--- src/rtl/knn_pkg.sv ---
package knn_pkg;

   // Defaults for the top-level parameters
   localparam int MAX_NEIGHBOURS_DEF = 32;
   localparam int COORD_BITS_DEF     = 24;
   localparam int INDEX_BITS_DEF     = 16;

   // Neighbour count register
   localparam int                     NCOUNT_BITS  = 6;
   localparam logic [NCOUNT_BITS-1:0] NCOUNT_RESET = 6'd8;

   // Register map
   localparam int                       CSR_ADDR_BITS = 2;
   localparam logic [CSR_ADDR_BITS-1:0] CSR_QUERY_X   = 2'd0;
   localparam logic [CSR_ADDR_BITS-1:0] CSR_QUERY_Y   = 2'd1;
   localparam logic [CSR_ADDR_BITS-1:0] CSR_QUERY_Z   = 2'd2;
   localparam logic [CSR_ADDR_BITS-1:0] CSR_NCOUNT    = 2'd3;

   // Result fields
   localparam int          RSP_INDEX_BITS = 16;
   localparam int          RSP_DIST_BITS  = 48;
   localparam int          RSP_RANK_BITS  = 5;
   localparam logic [63:0] DIST_OUT_MAX   = 64'd211106232532992;

   // Queue between the distance pipe and the selection engine
   localparam int QUEUE_DEPTH  = 4;
   localparam int QUEUE_PTR_BITS = $clog2(QUEUE_DEPTH);
   localparam int QCOUNT_BITS  = $clog2(QUEUE_DEPTH + 1);

endpackage

--- src/rtl/knn_queue.sv ---
module knn_queue
   import knn_pkg::*;
#(
   parameter int WIDTH = 8
) (
   input  logic                   clock,
   input  logic                   reset,
   input  logic                   push,
   input  logic [WIDTH-1:0]       push_data,
   input  logic                   pop,
   output logic [WIDTH-1:0]       head_data,
   output logic                   empty,
   output logic [QCOUNT_BITS-1:0] count
);

   logic [WIDTH-1:0]          entry_ff [QUEUE_DEPTH];
   logic [QUEUE_PTR_BITS-1:0] wr_ptr_ff, rd_ptr_ff;
   logic [QCOUNT_BITS-1:0]    count_ff;

   always_ff @(posedge clock) begin
      if (reset) begin
         wr_ptr_ff <= '0;
         rd_ptr_ff <= '0;
         count_ff  <= '0;
      end else begin
         if (push) begin
            wr_ptr_ff <= wr_ptr_ff + 1'b1;
         end
         if (pop) begin
            rd_ptr_ff <= rd_ptr_ff + 1'b1;
         end
         if (push && !pop) begin
            count_ff <= count_ff + 1'b1;
         end else if (pop && !push) begin
            count_ff <= count_ff - 1'b1;
         end
      end
   end

   always_ff @(posedge clock) begin
      if (push) begin
         entry_ff[wr_ptr_ff] <= push_data;
      end
   end

   assign head_data = entry_ff[rd_ptr_ff];
   assign empty     = (count_ff == '0);
   assign count     = count_ff;

   a_no_overflow: assert property (@(posedge clock) disable iff (reset)
      push |-> (count_ff < QCOUNT_BITS'(QUEUE_DEPTH)))
      else $error("queue push while full");

   a_no_underflow: assert property (@(posedge clock) disable iff (reset)
      pop |-> (count_ff != '0))
      else $error("queue pop while empty");

endmodule

--- config.mk ---
export PLATFORM = sky130hd
export DESIGN_NAME = knn_queue
export DESIGN_NICKNAME = d
export VERILOG_FILES = /design/src/rtl/knn_pkg.sv /design/src/rtl/knn_queue.sv
export SDC_FILE = /design/constraint.sdc
export NUM_CORES = 1
export LEC_CHECK = 0
export BUFFER_PORTS_ARGS = -buffer_cell sky130_fd_sc_hd__buf_2
export CORE_ASPECT_RATIO = 0.7
export CORE_MARGIN = 2
export CORE_UTILIZATION = 41
export CTS_CLUSTER_DIAMETER = 80
export CTS_CLUSTER_SIZE = 10
export DETAILED_ROUTE_END_ITERATION = 8
export PLACE_DENSITY_LB_ADDON = 0.25
export SYNTH_ARGS = -nofsm -noshare
export SYNTH_HDL_FRONTEND = slang
export SYNTH_SLANG_ARGS = --single-unit
export TNS_END_PERCENT = 20
--- constraint.sdc ---
create_clock -name clock -period 3.82 [get_ports clock]
set_input_delay 0.764 -clock clock [delete_from_list [all_inputs] [get_ports clock]]
set_output_delay 0.764 -clock clock [all_outputs]
set_load 0.02 [all_outputs]
==> results_dict.tcl <==
set metrics [dict create \
    final_layout_size_suffix_gt1_share_pct 33.63 \
    final-hold-violation-count 0 \
    final_sum_of_negative_setup_slack_ns 0 \
    post_synth_num_cell_types 19 \
    layout_common_cells "sky130_fd_sc_hd__edfxtp_1, sky130_fd_sc_hd__buf_2, sky130_fd_sc_hd__dfxtp_1" \
    crit-reg2reg-capture "count[2]" \
    number_of_antenna_violations_at_the_first_check_in_global_routing 0 \
    endpoint "head_data[3]" \
    postSynthNetCount 103 \
    cp.arrival_ns 1.69 \
    clk_transition_reported_paths_ns 0.07 \
    cp_data_required_time_ns 3.06 \
    initial_core_util_pct 43.82 \
    seq_total_area_yosys_pct 72.27 \
    finish.utilization_pct 50.49 \
    internal_power_w 0.0006916 \
    drt_pass1_iterations 2 \
    first_global_vias 770 \
    route.final.wire_length_mm 2.342 \
    final_area_um2 1819 \
    postSynthCellCount 85 \
    cts_tree "yes" \
    placeableCoreArea_um2 3603 \
    postCtsSetupBuffers 0 \
    cts_made_buffers 5 \
    grtUsageTotal_pct 12.34 \
    grt.overflow.total 0 \
    drt_first_iter_violations 66 \
    vias 769 \
    rsz_0062_raised_after_global_routing "false" \
    run_status "complete, no violations" \
    clock_tree.buffer_depth 2 \
    die-area_um2 4372 \
    setup.worst_path.class "register to output pin" \
    report.final.slew_viol_count 0 \
    die_y_um 55.92 \
    hold_path.startpoint "count[2]" \
    power.share.clock_pct 28.1 \
    power.switching_w 0.0002213 \
    num-fill-cells 302 \
    post_drt_wl_per_cell_um 14.37 \
    vias_per_cell 4.718 \
    layout-area-overhead-vs-synth_pct 15.21 \
    reg2reg_start "count[0]" \
    critical_path.startpoint_type "register" \
    mostFrequentLayoutCell "sky130_fd_sc_hd__edfxtp_1" \
    cts_root_buf "sky130_fd_sc_hd__clkbuf_8" \
    width_of_the_die_um 78.18 \
    dpl_cell_area_um2 1737 \
    vdd.ir_drop.worst_v 0.0002472 \
    reg2reg_slack_ns 2.35 \
    cts.sink_count 41 \
    crit_path_end_kind "output pin" \
    routabilityCongestion 0.6469 \
    combinationalPowerShare_pct 13.8 \
    power_per_cell_area_nw_per_um2 501.8 \
    netSwitchingFraction_pct 24.24 \
    worst_skew_pair.late_latency_ns 0.28 \
    setup_viol_count_final 0 \
    syn_area_per_cell_um2 18.58 \
    max_slew.worst_pin.slew_ns 0.5333 \
    detail_route.drc_violations 0 \
    fin_nets 130 \
    min_path_type "register to register" \
    fp-row-count 18 \
    proportion_of_power_drawn_by_flip_flops_and_latches_pct 58.1 \
    grt_pass1_wl_mm 3.850 \
    synth-warning-count 0 \
    clock_tree.htree_level_count 2 \
    worstPathMaxFanout 8 \
    relSlewSlack_pct 64.40 \
    ioPinCount 24 \
    final.min_clock_period_ns 2.454 \
    total_power_w 0.0009128 \
    cts_hold_buffers 0 \
    final_antenna_net_count 0 \
    placement.io_buffers 23 \
    top_achievable_clock_speed_ghz 0.4075 \
    hpwl_dp_mm 1.679 \
    worst_r2r_path_depth 4 \
    power_leakage_nw 0.6713 \
    diodes 0 \
    finClkSkew_ns 0.002781 \
    maximum_number_of_pins_on_one_net_before_global_route_repair 13 \
    timing.final.crit_share_pct 64.25 \
    ys_ff_latch 41 \
    cts-resized-gates 0 \
    maxCapViolations 0 \
    synth.cell_area_um2 1579 \
]
## cell families after synthesis
| group | Yosys count | share of synthesized area, % |
|---|---|---|
| flops | 41 | 72.27 |
| compound gates | 2 | 0.6333 |
| fa+ha+maj | 6 | 5.230 |
| xor+xnor | 5 | 2.774 |
| buf+inv | 7 | 2.218 |
| simple gates | 14 | 4.199 |
| mux | 10 | 12.68 |
## worst min-delay path by stage
stage | to | slack [ns] | cells after the start
floorplan | register | 0.48 | 2
global placement | count[2] | 0.48 | 2
detailed placement | count[2] | 0.51 | 2
CTS | count[2] | 0.52 | 2
global route | count[2] | 0.55 | 2
finish | count[2] | 0.51 | 2
## flip-flops by register name (all words and copies together) (netlist names), named ones only
| signal | flops |
|---|---|
| wr_ptr_ff | 2 |
| count | 3 |
| rd_ptr_ff | 2 |
| entry_ff | 32 |
## power groups by stage
stage	Sequential (W)	Clock, W	Combinational [W]
2_1_floorplan	0.000537	0	0.0000887
3_3_place_gp	0.000539	0	0.000124
3_5_place_dp	0.000541	0	0.000128
4_1_cts	0.000531	0.000265	0.000128
5_1_grt	0.000535	0.000284	0.000139
6_report	0.000530	0.000257	0.000126
## critical path, stage by stage (launching register included)
cell                      delay, ns
sky130_fd_sc_hd__dfxtp_1       0.66
sky130_fd_sc_hd__mux4_2        0.58
sky130_fd_sc_hd__buf_2         0.18
## metal layers
layer	routed length [um]	GRT usage [%]	vias to the layer above
met5	0	0	-
met4	35	5.263	0
met3	124	5.357	4
met2	1108	19.33	16
met1	1073	14.98	378
li1	-	-	371
## stage by stage
step / hold WS [ns] / instances / worst slack (ns)
global route: 0.5463 / 163 / 1.242
floorplan: 0.4847 / 85 / 1.815
detailed placement: 0.5067 / 155 / 1.573
finish: 0.5109 / 163 / 1.366
global placement: 0.4819 / 155 / 1.628
CTS: 0.5170 / 163 / 1.319
## area by class of cell
class	count	area [um^2]	area share [%]
flip-flops and latches	41	1141	62.72
clock buffers	6	72.57	3.989
multi-input cells	37	402.9	22.15
well taps	50	62.56	3.439
inverters	4	15.01	0.8253
repair buffers	23	115.1	6.327
clock inverters	2	10.01	0.5502
## cells in the mapped netlist
cell type | instances | share of area (%)
sky130_fd_sc_hd__clkbuf_2 | 1 | 0.32
sky130_fd_sc_hd__o21ai_0 | 1 | 0.32
sky130_fd_sc_hd__nor3_1 | 1 | 0.32
sky130_fd_sc_hd__or3_1 | 1 | 0.40
sky130_fd_sc_hd__nand2_1 | 1 | 0.24
sky130_fd_sc_hd__a21oi_1 | 1 | 0.32
sky130_fd_sc_hd__edfxtp_1 | 32 | 61
sky130_fd_sc_hd__and2_1 | 4 | 1.6
sky130_fd_sc_hd__buf_6 | 1 | 0.71
sky130_fd_sc_hd__dfxtp_1 | 9 | 11
sky130_fd_sc_hd__ha_1 | 5 | 4.0
sky130_fd_sc_hd__clkbuf_1 | 1 | 0.24
sky130_fd_sc_hd__inv_1 | 4 | 0.95
sky130_fd_sc_hd__nor2_1 | 7 | 1.7
sky130_fd_sc_hd__xor2_1 | 3 | 1.7
sky130_fd_sc_hd__mux2i_1 | 2 | 1.3
sky130_fd_sc_hd__fa_1 | 1 | 1.3
sky130_fd_sc_hd__mux4_2 | 8 | 11
sky130_fd_sc_hd__xnor2_1 | 2 | 1.1
(Power assumes the default switching activity.)
