===== src/rtl/knn_pkg.sv =====
package knn_pkg;

   // Defaults for the top-level parameters
   localparam int MAX_NEIGHBOURS_DEF = 32;
   localparam int COORD_BITS_DEF     = 24;
   localparam int INDEX_BITS_DEF     = 16;

   // Neighbour count register
   localparam int                     NCOUNT_BITS  = 6;
   localparam logic [NCOUNT_BITS-1:0] NCOUNT_RESET = 6'd8;

   // Register map
   localparam int                       CSR_ADDR_BITS = 2;
   localparam logic [CSR_ADDR_BITS-1:0] CSR_QUERY_X   = 2'd0;
   localparam logic [CSR_ADDR_BITS-1:0] CSR_QUERY_Y   = 2'd1;
   localparam logic [CSR_ADDR_BITS-1:0] CSR_QUERY_Z   = 2'd2;
   localparam logic [CSR_ADDR_BITS-1:0] CSR_NCOUNT    = 2'd3;

   // Result fields
   localparam int          RSP_INDEX_BITS = 16;
   localparam int          RSP_DIST_BITS  = 48;
   localparam int          RSP_RANK_BITS  = 5;
   localparam logic [63:0] DIST_OUT_MAX   = 64'd211106232532992;

   // Queue between the distance pipe and the selection engine
   localparam int QUEUE_DEPTH  = 4;
   localparam int QUEUE_PTR_BITS = $clog2(QUEUE_DEPTH);
   localparam int QCOUNT_BITS  = $clog2(QUEUE_DEPTH + 1);

endpackage


===== src/rtl/knn_front.sv =====
module knn_front
   import knn_pkg::*;
#(
   parameter int COORD_BITS = COORD_BITS_DEF,
   parameter int INDEX_BITS = INDEX_BITS_DEF,
   localparam int DIST_BITS = 2 * COORD_BITS + 2,
   localparam int ITEM_BITS = DIST_BITS + INDEX_BITS + 1
) (
   input  logic                   clock,
   input  logic                   reset,
   input  logic                   in_valid,
   output logic                   in_ready,
   input  logic [COORD_BITS-1:0]  pt_x,
   input  logic [COORD_BITS-1:0]  pt_y,
   input  logic [COORD_BITS-1:0]  pt_z,
   input  logic [INDEX_BITS-1:0]  pt_index,
   input  logic                   pt_last,
   input  logic [COORD_BITS-1:0]  query_x,
   input  logic [COORD_BITS-1:0]  query_y,
   input  logic [COORD_BITS-1:0]  query_z,
   input  logic [QCOUNT_BITS-1:0] q_count,
   output logic                   push,
   output logic [ITEM_BITS-1:0]   push_data
);

   logic                         v1_ff, v1_in, v2_ff;
   logic signed [COORD_BITS:0]   dx_ff, dy_ff, dz_ff, dx_in, dy_in, dz_in;
   logic [INDEX_BITS-1:0]        idx1_ff, idx2_ff;
   logic                         last1_ff, last2_ff;
   logic signed [2*COORD_BITS+1:0] px, py, pz;
   logic [2*COORD_BITS-1:0]      sx_ff, sy_ff, sz_ff;
   logic [QCOUNT_BITS:0]         pending;
   logic [DIST_BITS-1:0]         dist_sum;

   // Credit: everything in flight must fit in the queue
   assign pending  = (QCOUNT_BITS+1)'(v1_ff) + (QCOUNT_BITS+1)'(v2_ff)
                   + (QCOUNT_BITS+1)'(q_count);
   assign in_ready = pending < (QCOUNT_BITS+1)'(QUEUE_DEPTH);
   assign v1_in    = in_valid && in_ready;

   assign dx_in = $signed({pt_x[COORD_BITS-1], pt_x}) - $signed({query_x[COORD_BITS-1], query_x});
   assign dy_in = $signed({pt_y[COORD_BITS-1], pt_y}) - $signed({query_y[COORD_BITS-1], query_y});
   assign dz_in = $signed({pt_z[COORD_BITS-1], pt_z}) - $signed({query_z[COORD_BITS-1], query_z});

   // Squares are non-negative and below 2^(2*COORD_BITS)
   assign px = (2*COORD_BITS+2)'(dx_ff) * (2*COORD_BITS+2)'(dx_ff);
   assign py = (2*COORD_BITS+2)'(dy_ff) * (2*COORD_BITS+2)'(dy_ff);
   assign pz = (2*COORD_BITS+2)'(dz_ff) * (2*COORD_BITS+2)'(dz_ff);

   always_ff @(posedge clock) begin
      if (reset) begin
         v1_ff <= 1'b0;
         v2_ff <= 1'b0;
      end else begin
         v1_ff <= v1_in;
         v2_ff <= v1_ff;
      end
   end

   always_ff @(posedge clock) begin
      dx_ff    <= dx_in;
      dy_ff    <= dy_in;
      dz_ff    <= dz_in;
      idx1_ff  <= pt_index;
      last1_ff <= pt_last;
      sx_ff    <= px[2*COORD_BITS-1:0];
      sy_ff    <= py[2*COORD_BITS-1:0];
      sz_ff    <= pz[2*COORD_BITS-1:0];
      idx2_ff  <= idx1_ff;
      last2_ff <= last1_ff;
   end

   assign dist_sum  = DIST_BITS'(sx_ff) + DIST_BITS'(sy_ff) + DIST_BITS'(sz_ff);
   assign push      = v2_ff;
   assign push_data = {last2_ff, idx2_ff, dist_sum};

endmodule


===== config.mk =====
export PLATFORM = sky130hd
export DESIGN_NAME = knn_front
export DESIGN_NICKNAME = d
export VERILOG_FILES = /design/src/rtl/knn_pkg.sv /design/src/rtl/knn_front.sv
export SDC_FILE = /design/constraint.sdc
export NUM_CORES = 2
export LEC_CHECK = 0
export BUFFER_PORTS_ARGS = -buffer_cell sky130_fd_sc_hd__buf_4
export CAP_MARGIN = 20
export CELL_PAD_IN_SITES_DETAIL_PLACEMENT = 0
export CELL_PAD_IN_SITES_GLOBAL_PLACEMENT = 1
export CORE_ASPECT_RATIO = 0.75
export CORE_MARGIN = 2
export CORE_UTILIZATION = 55
export DETAILED_ROUTE_END_ITERATION = 10
export HOLD_SLACK_MARGIN = 0.03
export PLACE_DENSITY_LB_ADDON = 0.1
export SYNTH_ARGS = -nofsm -noshare
export SYNTH_HDL_FRONTEND = slang
export SYNTH_SLANG_ARGS = --single-unit
export TNS_END_PERCENT = 50

===== constraint.sdc =====
create_clock -name clock -period 12 [get_ports clock]
set_clock_uncertainty 0.2 [all_clocks]
set_input_delay 1.2 -clock clock [delete_from_list [all_inputs] [get_ports clock]]
set_output_delay 1.2 -clock clock [all_outputs]
set_load 0.01 [all_outputs]

==> load_flow_metrics.sql <==
INSERT INTO impl_metrics (metric_group, metric, value, unit) VALUES
('outcome', 'outcome', 'completed', ''),
('die', 'die_height', '316.7', 'µm'),
('die', 'placementRows', '114', ''),
('sta', 'final_critical_path_setup_slack', '3.634', 'ns'),
('sta', 'finalCritPeriodShare', '69.71', '%'),
('sta', 'worst-slew-pin-transition', '0.7787', 'ns'),
('synth', 'synth_cell_type_count', '98', ''),
('clock_tree', 'insertion_delay', '0.61', 'ns'),
('die', 'die-width', '420.9', 'µm'),
('clock_tree', 'cts_inserted_buffers', '35', ''),
('sta', 'final_max_slew_viol_count', '0', ''),
('die', 'start_util', '55.53', '%'),
('place', 'detailed_place_hpwl', '147.5', 'mm'),
('sta', 'setup_repair_after_global_routing_missed_its_margin', 'false', ''),
('route', 'drt-initial-drc-count', '2975', ''),
('final_layout', 'area_growth', '6.926', '%'),
('place', 'port-buffer-count', '235', ''),
('die', 'die_area', '0.1333', 'mm²'),
('synth', 'yosys_most_used_dff', 'dfxtp_1', ''),
('grt', 'grt_pass1_vias', '51947', ''),
('route', 'detailroute.wirelength.met3', '12.28', 'mm'),
('synth', 'synth.most_common_cell', 'inv_1', ''),
('grt', 'number_of_antenna_violations_at_the_first_check_in_global_routing', '1', ''),
('setup_path', 'cp_class', 'flop to flop', ''),
('grt', 'grt-ovfl-total', '0', ''),
('die', 'floorplan.core_area', '0.1291', 'mm²'),
('sta', 'final_hold_violation_count', '0', ''),
('synth', 'synth_commonest_cells', 'inv_1 (2169), fa_1 (1823), nand2_1 (618), ha_1 (561), and2_1 (368)', ''),
('clock_tree', 'cts_tree', 'yes', ''),
('clock_tree', 'cts_max_path_buffers', '3', ''),
('final_layout', 'fillers', '11358', ''),
('route', 'route.met2.wl', '74.51', 'mm'),
('grt', 'grt_use_total', '27.58', '%'),
('setup_path', 'timing.critical_path.fanout_max', '21', ''),
('final_layout', 'antenna-diode-count', '0', ''),
('clock_tree', 'ctsHoldBuffers', '0', ''),
('sta', 'setup_tns', '0', 'ns'),
('route', 'num_vias', '48013', ''),
('setup_path', 'critical_path.endpoint_type', 'flop', ''),
('synth', 'async_reset_ff_share', '0', '%'),
('final_layout', 'post_route_cells_drive_above_1_share', '5.628', '%'),
('route', 'met1_length', '82.52', 'mm'),
('place', 'gpl.final_weighted_congestion', '0.9086', ''),
('synth', 'postSynthAreaPerCell', '9.644', 'µm²'),
('setup_path', 'critical_path_arrival', '8.70', 'ns'),
('min_path', 'hp-class', 'flop to flop', ''),
('sta', 'post-route-min-period', '8.366', 'ns'),
('sta', 'worst_slew_margin_rel', '47.41', '%'),
('route', 'postRouteAntennaNets', '0', ''),
('synth', 'synth_top_cell_by_area', 'fa_1', ''),
('grt', 'grt_pass1_wl', '284.6', 'mm'),
('route', 'top_layer_used', 'met4', ''),
('clock_tree', 'clock-root-buffer', 'clkbuf_16', ''),
('synth', 'netlist_instances', '7433', ''),
('synth', 'yosysSeqAreaShare', '7.037', '%'),
('route', 'firstDrtPassIters', '6', ''),
('place', 'post-place-ws', '3.799', 'ns'),
('clock_tree', 'clock_sinks', '252', ''),
('route', 'drt_wl_total', '172.3', 'mm'),
('final_layout', 'design.final.nets', '10150', ''),
('setup_path', 'worst-endpoint-required', '12.33', 'ns'),
('synth', 'area_share_of_the_leading_cell_type_in_the_synthesized_netlist', '50.91', '%'),
('clock_tree', 'post-cts-setup-buffers', '0', ''),
('clock_tree', 'cts_max_level', '2', ''),
('synth', 'post_synth_instance_area', '0.07169', 'mm²'),
('synth', 'synth.yosys.warnings', '0', ''),
('sta', 'clock.fmax', '0.1195', 'GHz'),
('route', 'detail_routed_net_length_per_standard_cell', '18.40', 'µm'),
('route', 'drt_drc_violations_left', '0', ''),
('sta', 'setup_viol_count_final', '0', ''),
('synth', 'yosys_reg_bits', '252', ''),
('synth', 'synth.area.top_cells', 'fa_1 (51%), inv_1 (11%), ha_1 (9.8%)', ''),
('route', 'drt-vias-per-instance', '5.128', ''),
('die', 'ioPinCount', '236', ''),
('setup_path', 'kind_of_launch_point_of_the_worst_setup_path', 'flop', ''),
('grt', 'largest_net_degree_at_the_start_of_global_routing', '50', ''),
('clock_tree', 'post_cts_resized', '0', ''),
('synth', 'synth_enable_flop_cells', '0', ''),
('clock_tree', 'cts.clk_slew.worst_paths', '0.06', 'ns'),
('job', 'max_cap_violations', '0', '');
area by class of cell:
cell class / instances / area, µm² / share of cell area (%)
Inverter: 2171 / 8149 / 10.63
Clock inverter: 15 / 168.9 / 0.2204
Tap cell: 1740 / 2177 / 2.840
Multi-Input combinational cell: 4829 / 57800 / 75.41
Clock buffer: 45 / 984.7 / 1.285
Sequential cell: 252 / 5045 / 6.582
Timing Repair Buffer: 310 / 2327 / 3.036
state kept, by name, summed over array words and instances (netlist names), 16 cells and up:
signal,flops
dx_ff,25
dy_ff,25
dz_ff,25
idx1_ff,16
idx2_ff,16
sx_ff,47
sy_ff,47
sz_ff,47
stage by stage:
stage | area, µm² | utilization (%) | hold slack (ns) | cells
CTS | 76650 | 59.38 | 0.1254 | 9362
floorplan | 71690 | - | 0.1096 | 7435
global placement | 75500 | 58.49 | 0.1102 | 9302
finish | 76650 | 59.38 | 0.1232 | 9362
detailed placement | 75500 | 58.49 | 0.1121 | 9302
global route | 76650 | 59.38 | 0.1246 | 9362
path summary, 6_finish.rpt:
check | cells past startpoint | slack [ns] | from | to
max | 25 | 3.63 | dz_ff[4]$_DFF_P_ | sz_ff[35]$_DFF_P_
min | 0 | 0.12 | last1_ff$_DFF_P_ | last2_ff$_DFF_P_
max reg2reg | 25 | 3.63 | dz_ff[4]$_DFF_P_ | sz_ff[35]$_DFF_P_
min reg2reg | 0 | 0.12 | last1_ff$_DFF_P_ | last2_ff$_DFF_P_
logic make-up (layout without fill, tap and decap cells):
kind of cell,Yosys count,count (layout),share of synthesized area [%]
and+or+nand+nor,1484,1484,10.07
other,1,3,0.005231
adders and majority gates,2384,2384,60.70
xor gates and xnor gates,295,295,3.623
DFF,252,252,7.037
AOI/OAI and AO/OA,659,659,6.163
buffers and inverters,2354,2541,12.35
muxes,4,4,0.05760
per-layer routing:
metal | GRT usage [%] | vias up
li1 | - | 22048
met1 | 42.73 | 24499
met2 | 41.12 | 1319
met4 | 5.034 | 0
met5 | 0 | -
met3 | 4.780 | 147
cell usage in the layout, fill, tap and decap left out, drive strengths merged, types with 8 or more instances in the layout:
| cell | synthesis | routed |
|---|---|---|
| a211oi | 25 | 25 |
| a21boi | 14 | 14 |
| a21o | 121 | 121 |
| a21oi | 206 | 206 |
| a31oi | 22 | 22 |
| and2 | 368 | 368 |
| and3 | 32 | 32 |
| buf | 3 | 310 |
| clkbuf | 179 | 45 |
| clkinv | 2 | 8 |
| dfxtp | 252 | 252 |
| fa | 1823 | 1823 |
| ha | 561 | 561 |
| inv | 2169 | 2175 |
| nand2 | 620 | 620 |
| nand2b | 53 | 53 |
| nand3 | 44 | 44 |
| nand4 | 15 | 15 |
| nor2 | 193 | 193 |
| nor2b | 85 | 85 |
| nor3 | 31 | 31 |
| o211ai | 12 | 12 |
| o21a | 29 | 29 |
| o21ai | 120 | 120 |
| o21bai | 25 | 25 |
| o31ai | 10 | 10 |
| or2 | 9 | 9 |
| xnor2 | 225 | 225 |
| xor2 | 69 | 69 |
worst max-delay path, cell delays in order, from the launching register on:
cell and delay (ns):
dfxtp_1 0.31, buf_4 0.34, clkinv_1 0.59, nor2_1 0.44
fa_1 0.50, fa_1 0.51, inv_1 0.06, fa_1 0.53
inv_1 0.05, fa_1 0.40, fa_1 0.48, fa_1 0.54
inv_1 0.05, fa_1 0.48, inv_1 0.04, ha_1 0.35
nand2_1 0.08, a32o_1 0.28, a2111oi_2 0.65, nand2_1 0.11
a31oi_1 0.18, nor2_1 0.13, o31ai_1 0.28, a21oi_1 0.16
o31ai_1 0.34, xor2_1 0.16
Power is not shown: default switching activity piles up to over one toggle a cycle in this logic, so the estimate is an artifact.
