`src/rtl/knn_pkg.sv`:
```
package knn_pkg;

   // Defaults for the top-level parameters
   localparam int MAX_NEIGHBOURS_DEF = 32;
   localparam int COORD_BITS_DEF     = 24;
   localparam int INDEX_BITS_DEF     = 16;

   // Neighbour count register
   localparam int                     NCOUNT_BITS  = 6;
   localparam logic [NCOUNT_BITS-1:0] NCOUNT_RESET = 6'd8;

   // Register map
   localparam int                       CSR_ADDR_BITS = 2;
   localparam logic [CSR_ADDR_BITS-1:0] CSR_QUERY_X   = 2'd0;
   localparam logic [CSR_ADDR_BITS-1:0] CSR_QUERY_Y   = 2'd1;
   localparam logic [CSR_ADDR_BITS-1:0] CSR_QUERY_Z   = 2'd2;
   localparam logic [CSR_ADDR_BITS-1:0] CSR_NCOUNT    = 2'd3;

   // Result fields
   localparam int          RSP_INDEX_BITS = 16;
   localparam int          RSP_DIST_BITS  = 48;
   localparam int          RSP_RANK_BITS  = 5;
   localparam logic [63:0] DIST_OUT_MAX   = 64'd211106232532992;

   // Queue between the distance pipe and the selection engine
   localparam int QUEUE_DEPTH  = 4;
   localparam int QUEUE_PTR_BITS = $clog2(QUEUE_DEPTH);
   localparam int QCOUNT_BITS  = $clog2(QUEUE_DEPTH + 1);

endpackage

```
`src/rtl/knn_ram.sv`:
```
module knn_ram #(
   parameter int WIDTH = 8,
   parameter int DEPTH = 32,
   localparam int ADDR_BITS = (DEPTH > 1) ? $clog2(DEPTH) : 1
) (
   input  logic                 clock,
   input  logic                 wr_en,
   input  logic [ADDR_BITS-1:0] wr_addr,
   input  logic [WIDTH-1:0]     wr_data,
   input  logic [ADDR_BITS-1:0] rd_addr,
   output logic [WIDTH-1:0]     rd_data
);

   logic [WIDTH-1:0] mem [DEPTH];
   logic [WIDTH-1:0] rd_data_ff;

   always_ff @(posedge clock) begin
      if (wr_en) begin
         mem[wr_addr] <= wr_data;
      end
      rd_data_ff <= mem[rd_addr];
   end

   assign rd_data = rd_data_ff;

endmodule

```
`src/rtl/knn_back.sv`:
```
module knn_back
   import knn_pkg::*;
#(
   parameter int MAX_NEIGHBOURS = MAX_NEIGHBOURS_DEF,
   parameter int COORD_BITS     = COORD_BITS_DEF,
   parameter int INDEX_BITS     = INDEX_BITS_DEF,
   localparam int DIST_BITS = 2 * COORD_BITS + 2,
   localparam int ITEM_BITS = DIST_BITS + INDEX_BITS + 1,
   localparam int K_BITS    = $clog2(MAX_NEIGHBOURS + 1)
) (
   input  logic                      clock,
   input  logic                      reset,
   input  logic                      q_empty,
   input  logic [ITEM_BITS-1:0]      q_data,
   output logic                      q_pop,
   input  logic [K_BITS-1:0]         k,
   output logic                      rsp_valid,
   input  logic                      rsp_ready,
   output logic [RSP_INDEX_BITS-1:0] rsp_index,
   output logic [RSP_DIST_BITS-1:0]  rsp_dist,
   output logic [RSP_RANK_BITS-1:0]  rsp_rank,
   output logic                      rsp_last
);

   localparam int ENTRY_BITS = DIST_BITS + INDEX_BITS;
   localparam int SLOT_BITS  = (MAX_NEIGHBOURS > 1) ? $clog2(MAX_NEIGHBOURS) : 1;

   localparam logic [2:0] ST_IDLE   = 3'd0;
   localparam logic [2:0] ST_SCAN   = 3'd1;
   localparam logic [2:0] ST_DRAIN  = 3'd2;
   localparam logic [2:0] ST_DECIDE = 3'd3;
   localparam logic [2:0] ST_PICK   = 3'd4;

   logic [2:0]                state_ff, state_in;
   logic                      emit_ff, emit_in;
   logic [SLOT_BITS-1:0]      ptr_ff, ptr_in;
   logic                      chk_v_ff, chk_v_in;
   logic [SLOT_BITS-1:0]      chk_slot_ff, chk_slot_in;
   logic [DIST_BITS-1:0]      cur_dist_ff, cur_dist_in;
   logic [INDEX_BITS-1:0]     cur_idx_ff, cur_idx_in;
   logic                      cur_last_ff, cur_last_in;
   logic [DIST_BITS-1:0]      best_dist_ff, best_dist_in;
   logic [INDEX_BITS-1:0]     best_idx_ff, best_idx_in;
   logic [SLOT_BITS-1:0]      best_slot_ff, best_slot_in;
   logic                      best_v_ff, best_v_in;
   logic                      empty_found_ff, empty_found_in;
   logic [SLOT_BITS-1:0]      empty_slot_ff, empty_slot_in;
   logic [K_BITS-1:0]         cand_cnt_ff, cand_cnt_in;
   logic [MAX_NEIGHBOURS-1:0] valid_ff, valid_in;
   logic [MAX_NEIGHBOURS-1:0] emitted_ff, emitted_in;
   logic [K_BITS-1:0]         ins_cnt_ff, ins_cnt_in;
   logic [K_BITS-1:0]         emit_cnt_ff, emit_cnt_in;
   logic                      rsp_valid_ff, rsp_valid_in;
   logic [RSP_INDEX_BITS-1:0] rsp_index_ff, rsp_index_in;
   logic [RSP_DIST_BITS-1:0]  rsp_dist_ff, rsp_dist_in;
   logic [RSP_RANK_BITS-1:0]  rsp_rank_ff, rsp_rank_in;
   logic                      rsp_last_ff, rsp_last_in;

   logic                      ram_we;
   logic [SLOT_BITS-1:0]      ram_waddr;
   logic [ENTRY_BITS-1:0]     ram_rdata;
   logic [DIST_BITS-1:0]      rd_dist;
   logic [INDEX_BITS-1:0]     rd_idx;
   logic                      rd_first;
   logic [K_BITS-1:0]         k_last;
   logic                      accept;
   logic                      out_free;
   logic                      is_last;
   logic                      finish;

   knn_ram #(
      .WIDTH (ENTRY_BITS),
      .DEPTH (MAX_NEIGHBOURS)
   ) u_slots (
      .clock   (clock),
      .wr_en   (ram_we),
      .wr_addr (ram_waddr),
      .wr_data ({cur_idx_ff, cur_dist_ff}),
      .rd_addr (ptr_ff),
      .rd_data (ram_rdata)
   );

   assign rd_dist  = ram_rdata[DIST_BITS-1:0];
   assign rd_idx   = ram_rdata[ENTRY_BITS-1:DIST_BITS];
   // Read entry orders strictly ahead of the held best entry
   assign rd_first = (rd_dist < best_dist_ff)
                  || (rd_dist == best_dist_ff && rd_idx < best_idx_ff);
   assign k_last   = k - K_BITS'(1);
   assign accept   = empty_found_ff || (cur_dist_ff < best_dist_ff);
   assign out_free = !rsp_valid_ff || rsp_ready;
   assign is_last  = (cand_cnt_ff == K_BITS'(1))
                  || (({1'b0, emit_cnt_ff} + (K_BITS+1)'(1)) == {1'b0, ins_cnt_ff});
   assign q_pop    = (state_ff == ST_IDLE) && !q_empty;
   assign ram_we   = (state_ff == ST_DECIDE) && accept;
   assign ram_waddr = empty_found_ff ? empty_slot_ff : best_slot_ff;
   assign finish   = (state_ff == ST_PICK)
                  && ((cand_cnt_ff == '0) || (out_free && is_last));

   always_comb begin
      state_in       = state_ff;
      emit_in        = emit_ff;
      ptr_in         = ptr_ff;
      chk_v_in       = 1'b0;
      chk_slot_in    = ptr_ff;
      cur_dist_in    = cur_dist_ff;
      cur_idx_in     = cur_idx_ff;
      cur_last_in    = cur_last_ff;
      best_dist_in   = best_dist_ff;
      best_idx_in    = best_idx_ff;
      best_slot_in   = best_slot_ff;
      best_v_in      = best_v_ff;
      empty_found_in = empty_found_ff;
      empty_slot_in  = empty_slot_ff;
      cand_cnt_in    = cand_cnt_ff;
      valid_in       = valid_ff;
      emitted_in     = emitted_ff;
      ins_cnt_in     = ins_cnt_ff;
      emit_cnt_in    = emit_cnt_ff;
      rsp_valid_in   = rsp_valid_ff && !rsp_ready;
      rsp_index_in   = rsp_index_ff;
      rsp_dist_in    = rsp_dist_ff;
      rsp_rank_in    = rsp_rank_ff;
      rsp_last_in    = rsp_last_ff;

      // Fold the slot read last cycle into the running search
      if (chk_v_ff) begin
         if (!emit_ff) begin
            if (!valid_ff[chk_slot_ff] && !empty_found_ff) begin
               empty_found_in = 1'b1;
               empty_slot_in  = chk_slot_ff;
            end
            if (chk_slot_ff == '0 || !rd_first) begin
               best_dist_in = rd_dist;
               best_idx_in  = rd_idx;
               best_slot_in = chk_slot_ff;
            end
         end else if (valid_ff[chk_slot_ff] && !emitted_ff[chk_slot_ff]) begin
            cand_cnt_in = cand_cnt_ff + 1'b1;
            if (!best_v_ff || rd_first) begin
               best_dist_in = rd_dist;
               best_idx_in  = rd_idx;
               best_slot_in = chk_slot_ff;
               best_v_in    = 1'b1;
            end
         end
      end

      case (state_ff)
         ST_IDLE: begin
            if (!q_empty) begin
               cur_dist_in    = q_data[DIST_BITS-1:0];
               cur_idx_in     = q_data[ENTRY_BITS-1:DIST_BITS];
               cur_last_in    = q_data[ITEM_BITS-1];
               ptr_in         = '0;
               empty_found_in = 1'b0;
               state_in       = ST_SCAN;
            end
         end
         ST_SCAN: begin
            chk_v_in = 1'b1;
            if (K_BITS'(ptr_ff) == k_last) begin
               state_in = ST_DRAIN;
            end else begin
               ptr_in = ptr_ff + 1'b1;
            end
         end
         ST_DRAIN: begin
            state_in = emit_ff ? ST_PICK : ST_DECIDE;
         end
         ST_DECIDE: begin
            if (accept) begin
               valid_in[ram_waddr] = 1'b1;
               if (ins_cnt_ff != K_BITS'(MAX_NEIGHBOURS)) begin
                  ins_cnt_in = ins_cnt_ff + 1'b1;
               end
            end
            if (cur_last_ff) begin
               emit_in     = 1'b1;
               emit_cnt_in = '0;
               ptr_in      = '0;
               best_v_in   = 1'b0;
               cand_cnt_in = '0;
               state_in    = ST_SCAN;
            end else begin
               state_in = ST_IDLE;
            end
         end
         ST_PICK: begin
            if (cand_cnt_ff != '0 && out_free) begin
               rsp_valid_in = 1'b1;
               rsp_index_in = RSP_INDEX_BITS'(best_idx_ff);
               rsp_dist_in  = (64'(best_dist_ff) > DIST_OUT_MAX)
                            ? RSP_DIST_BITS'(DIST_OUT_MAX)
                            : RSP_DIST_BITS'(best_dist_ff);
               rsp_rank_in  = RSP_RANK_BITS'(emit_cnt_ff);
               rsp_last_in  = is_last;
               emitted_in[best_slot_ff] = 1'b1;
               emit_cnt_in  = emit_cnt_ff + 1'b1;
               ptr_in       = '0;
               best_v_in    = 1'b0;
               cand_cnt_in  = '0;
               state_in     = ST_SCAN;
            end
            if (finish) begin
               valid_in    = '0;
               emitted_in  = '0;
               ins_cnt_in  = '0;
               emit_cnt_in = '0;
               emit_in     = 1'b0;
               state_in    = ST_IDLE;
            end
         end
         default: begin
            state_in = ST_IDLE;
         end
      endcase
   end

   always_ff @(posedge clock) begin
      if (reset) begin
         state_ff     <= ST_IDLE;
         emit_ff      <= 1'b0;
         chk_v_ff     <= 1'b0;
         valid_ff     <= '0;
         emitted_ff   <= '0;
         ins_cnt_ff   <= '0;
         emit_cnt_ff  <= '0;
         rsp_valid_ff <= 1'b0;
      end else begin
         state_ff     <= state_in;
         emit_ff      <= emit_in;
         chk_v_ff     <= chk_v_in;
         valid_ff     <= valid_in;
         emitted_ff   <= emitted_in;
         ins_cnt_ff   <= ins_cnt_in;
         emit_cnt_ff  <= emit_cnt_in;
         rsp_valid_ff <= rsp_valid_in;
      end
   end

   always_ff @(posedge clock) begin
      ptr_ff         <= ptr_in;
      chk_slot_ff    <= chk_slot_in;
      cur_dist_ff    <= cur_dist_in;
      cur_idx_ff     <= cur_idx_in;
      cur_last_ff    <= cur_last_in;
      best_dist_ff   <= best_dist_in;
      best_idx_ff    <= best_idx_in;
      best_slot_ff   <= best_slot_in;
      best_v_ff      <= best_v_in;
      empty_found_ff <= empty_found_in;
      empty_slot_ff  <= empty_slot_in;
      cand_cnt_ff    <= cand_cnt_in;
      rsp_index_ff   <= rsp_index_in;
      rsp_dist_ff    <= rsp_dist_in;
      rsp_rank_ff    <= rsp_rank_in;
      rsp_last_ff    <= rsp_last_in;
   end

   assign rsp_valid = rsp_valid_ff;
   assign rsp_index = rsp_index_ff;
   assign rsp_dist  = rsp_dist_ff;
   assign rsp_rank  = rsp_rank_ff;
   assign rsp_last  = rsp_last_ff;

   a_emitted_valid: assert property (@(posedge clock) disable iff (reset)
      (emitted_ff & ~valid_ff) == '0)
      else $error("slot marked emitted without a valid entry");

   a_clear_after_search: assert property (@(posedge clock) disable iff (reset)
      finish |=> (valid_ff == '0 && ins_cnt_ff == '0))
      else $error("list not cleared after result emission");

   a_emit_bound: assert property (@(posedge clock) disable iff (reset)
      emit_cnt_ff <= ins_cnt_ff)
      else $error("more results emitted than insertions");

endmodule

```
`config.mk`:
```
export PLATFORM = sky130hd
export DESIGN_NAME = knn_back
export DESIGN_NICKNAME = d
export VERILOG_FILES = /design/src/rtl/knn_pkg.sv /design/src/rtl/knn_ram.sv /design/src/rtl/knn_back.sv
export SDC_FILE = /design/constraint.sdc
export NUM_CORES = 2
export LEC_CHECK = 0
export BUFFER_PORTS_ARGS = -buffer_cell sky130_fd_sc_hd__buf_2
export CORE_UTILIZATION = 54
export DETAILED_ROUTE_END_ITERATION = 8
export PLACE_DENSITY_LB_ADDON = 0.05
export SLEW_MARGIN = 0
export SYNTH_ARGS = -nofsm -noshare
export SYNTH_HDL_FRONTEND = slang
export SYNTH_HIERARCHICAL = 1
export SYNTH_SLANG_ARGS = --single-unit
```
`constraint.sdc`:
```
create_clock -name clock -period 12.9 [get_ports clock]
set_input_delay 0 -clock clock [delete_from_list [all_inputs] [get_ports clock]]
set_output_delay 0 -clock clock [all_outputs]
set_load 0.01 [all_outputs]
```
==> summary.md <==
| Metric | Value |
|---|---|
| Maximum single-stage delay on the critical path | `1050 ps` |
| Worst-path cell with the longest stage delay | `sky130_fd_sc_hd__edfxtp_1` |
| Clock sinks | `around 2500` |
| Post-layout util | `0.623` |
| Net count of the finished layout | `5112` |
| Top cells by area, synth | `sky130_fd_sc_hd__edfxtp_1 (73%), sky130_fd_sc_hd__mux4_2 (15%), sky130_fd_sc_hd__dfxtp_1 (3.4%)` |
| Final HPWL from detailed placement | `between 100 and 150 mm` |
| Fmax | `about 0.15 GHz` |
| Reg clk slew, reported paths | `60 ps` |
| Slew at the pin closest to its max-slew limit | `1290 ps` |
| Number of iterations in the first detailed-routing pass | `5` |
| DRC marker count from the first detailed-route iteration | `5746` |
| Minimum period implied by the final worst setup slack | `around 6700 ps` |
| Number of flops mapped to enable cells by yosys | `2330` |
| Final hold violation count | `0` |
| Vias in the first global route | `47100` |
| Critical path startpoint category | `register` |
| Xor and xnor area share after synthesis | `0.00174` |
| Power per standard cell area | `170 mW/mm^2` |
| Gr usage total | `0.286` |
| Synthesized-area fraction occupied by adder cells | `0.0159` |
| Post-Synthesis Cell Area | `0.0958 sq mm` |
| Clock Path Buffers | `4` |
| Per-cell routed wire length | `34.1 um` |
| Synth Area in Simple Gates | `0.0234` |
| Worst ir drop on vdd | `around 0.00013 V` |
| Die Outline Area | `0.179 sq mm` |
| Post-synthesis async set-or-reset flop share | `0` |
| Share of Yosys cell area claimed by the top area cell type | `0.730` |
| Wire length reported by the detailed router | `254 mm` |
| Data arrival at the endpoint of the critical path | `7200 ps` |
| Share of the yosys chip area belonging to registers | `0.764` |
| Placer's final routability congestion estimate | `around 0.89` |
| Synthesized Nets | `4585` |
| Depth of the CTS H-tree | `5` |
| CP cell instances | `ha_1 -> a21o_1 -> nand3_1 -> a21oi_1 -> a211oi_1 -> o211ai_1 -> nand3b_1 -> inv_1 -> nand3b_1 -> nor2_4 -> buf_4 -> buf_4` |
| Area of the core | `0.176 sq mm` |
| Largest family of logic cells by synthesized area | `multiplexers` |
| Count of endpoints failing setup in the final report | `0` |
| Port Buf Inserts | `148` |
| Setup WS post-layout | `6220 ps` |
| Average cell area after synthesis | `21.8 sq um` |
| Vertical die dimension | `around 420 um` |
| Kind of end point of the critical path | `register` |
| Share of the clock period used by the worst path | `0.518` |
| Avg Vias per Cell | `around 6.4` |
| Synth warnings | `6` |
| Number of DRC violations after detailed routing | `0` |
| Setup clock skew after layout | `around 51 ps` |
| Standard cell area after detailed placement | `0.100 sq mm` |
| Wire length of the first global-routing pass | `356 mm` |
| DIE WIDTH | `423 um` |
| Run status | `finished, final reports clean` |
| Total via count in the routed design | `47700` |
| Most used flip-flop cell after synthesis | `sky130_fd_sc_hd__edfxtp_1` |
| DRT antenna net count | `0` |
| Synthesis-to-finish area growth | `14.5%` |
| Root cell of the clock tree | `sky130_fd_sc_hd__clkbuf_16` |
| Unrepaired setup endpoints after global routing | `false` |
| Worst min-delay path category | `in -> reg` |
| Final std cell area, no fill | `0.110 sq mm` |
| Largest net degree at the start of global routing | `121` |
| Total placed cells including tap cells | `around 6800` |
| Reported leakage power | `about 35 nW` |
| Endpoint required time on the critical path | `about 13000 ps` |
| Tightest slew margin relative to the limit | `0.131` |
| Number of max-slew violations in the final report | `0` |
| Final hold slack | `about 110 ps` |
| Starting utilization of the core area | `0.544` |
| Clock tree from TritonCTS | `yes` |
| Number of max-cap violations | `0` |
| Final total negative setup slack | `0 ps` |
| Crit Path Class | `reg -> reg` |
| Number of CTS-inserted buffers | `274` |
| Post-Synthesis Cells | `4386` |
| Post-synthesis compound-gate area fraction | `0.0177` |
| Number of rows created at floorplan | `around 150` |
| Non-filler cells in the finished layout | `7442` |
| Worst Path Max Fanout | `33` |
| Distinct cell type count of the synthesized netlist | `75` |
| Fraction of final layout cells sized beyond drive strength 1 | `0.275` |
| Post-layout total power | `approximately 19 mW` |
| Total grt overflow | `0` |
| Number of gates resized after CTS | `0` |
| Top-level I/O count | `149` |
| Antenna violations before repair | `8` |
| Number of flip-flops and latches in the synthesized netlist | `approximately 2500` |
| Worst-Skew Late Latency | `between 900 and 1000 ps` |
| Library cell occupying the most area in the post-synthesis netlist | `sky130_fd_sc_hd__edfxtp_1` |
| Share of synthesized area spent on multiplexers | `0.164` |
| Worst slack after detailed placement | `6340 ps` |
routing by layer:
metal,GRT usage,share of wire,up-vias
met5,0,0.00086,-
met4,0.0882,0.030,8
met3,0.0650,0.088,405
met2,0.438,0.47,2132
met1,0.414,0.41,25700
li1,-,-,19500
cell usage after synthesis (all sizes together), types with 12 or more instances:
master / n
mux4: 633
edfxtp: 2330
dfxtp: 161
nand2b: 14
nor3: 22
buf: 112
mux2: 78
a21oi: 77
clkbuf: 90
o21ai: 64
nand3: 37
nor4: 63
nor2b: 12
nand2: 84
a221oi: 16
mux2i: 50
nand4: 34
a31oi: 19
ha: 122
inv: 84
nor2: 128
state kept, by name (all words and copies together), names as in the netlist, 3 cells and up:
register / flops
rsp_index: 16
rsp_dist: 48
empty_slot_ff: 5
rsp_rank: 5
best_idx_ff: 16
chk_slot_ff: 5
cur_idx_ff: 16
best_dist_ff: 50
state_ff: 3
chk_slot_in: 5
best_slot_ff: 5
emit_cnt_ff: 6
emitted_ff: 32
cand_cnt_ff: 6
u_slots/rd_data: 66
u_slots/mem: 2112
ins_cnt_ff: 6
valid_ff: 32
cur_dist_ff: 50
power breakdown:
group          switching, mW  internal [mW]  total, mW
combinational           1.20          0.955       2.15
sequential             0.200           9.06       9.26
clock                   3.01           4.26       7.28
placed cells by master (no fill, tap or decap), drive strengths merged, types with 12 or more instances in the layout:
master | synthesis | layout
dfxtp | 161 | 161
nor2 | 128 | 128
a21oi | 77 | 77
nor3 | 22 | 22
o21ai | 64 | 64
clkinv | 1 | 74
nor2b | 12 | 12
nand2 | 84 | 84
nand3 | 37 | 37
inv | 84 | 89
buf | 112 | 304
edfxtp | 2330 | 2330
a221oi | 16 | 16
mux2i | 50 | 50
ha | 122 | 122
dlygate4sd3 | 0 | 149
mux2 | 78 | 78
clkbuf | 90 | 369
mux4 | 633 | 633
nand2b | 14 | 14
a31oi | 19 | 19
nand4 | 34 | 34
nor4 | 63 | 63
worst paths after layout:
check	startpoint	end	slack, ps	cells after the start
max	cur_dist_ff[35]	u_slots/mem[17][28]	6220	12
min	k[0]	chk_slot_in[1]	110	5
max reg2reg	cur_dist_ff[35]	u_slots/mem[17][28]	6220	12
min reg2reg	chk_slot_in[0]	chk_slot_ff[0]	370	0
cell families after synthesis:
kind of cell / count (synthesis)
buf+inv: 287
compound gates: 265
mux: 761
flops: 2491
simple gates: 441
fa+ha+maj: 122
xor+xnor: 19
final cells by class:
type | count | area, sq um
diodes | 3 | 7.51
repair buffers | 453 | 3470
clock buffers | 369 | 7520
well taps | 2340 | 2930
flip-flops and latches | 2491 | 73200
clock inverters | 93 | 697
multi-input cells | 1608 | 21600
inverters | 85 | 320
fillers | 12300 | 66400
worst max-delay path, delay by kind of cell (launching register included):
family	cells	cell delay, ps
simple gates	4	2310
buf+inv	3	1510
flops	1	1050
compound gates	4	920
fa+ha+maj	1	390
what timing repair did:
item	in CTS	in global routing
buffers inserted	0	0
hold endpoints to repair	162	0
hold buffers	149	0
No activity file was read; power rests on OpenSTA's default activity.
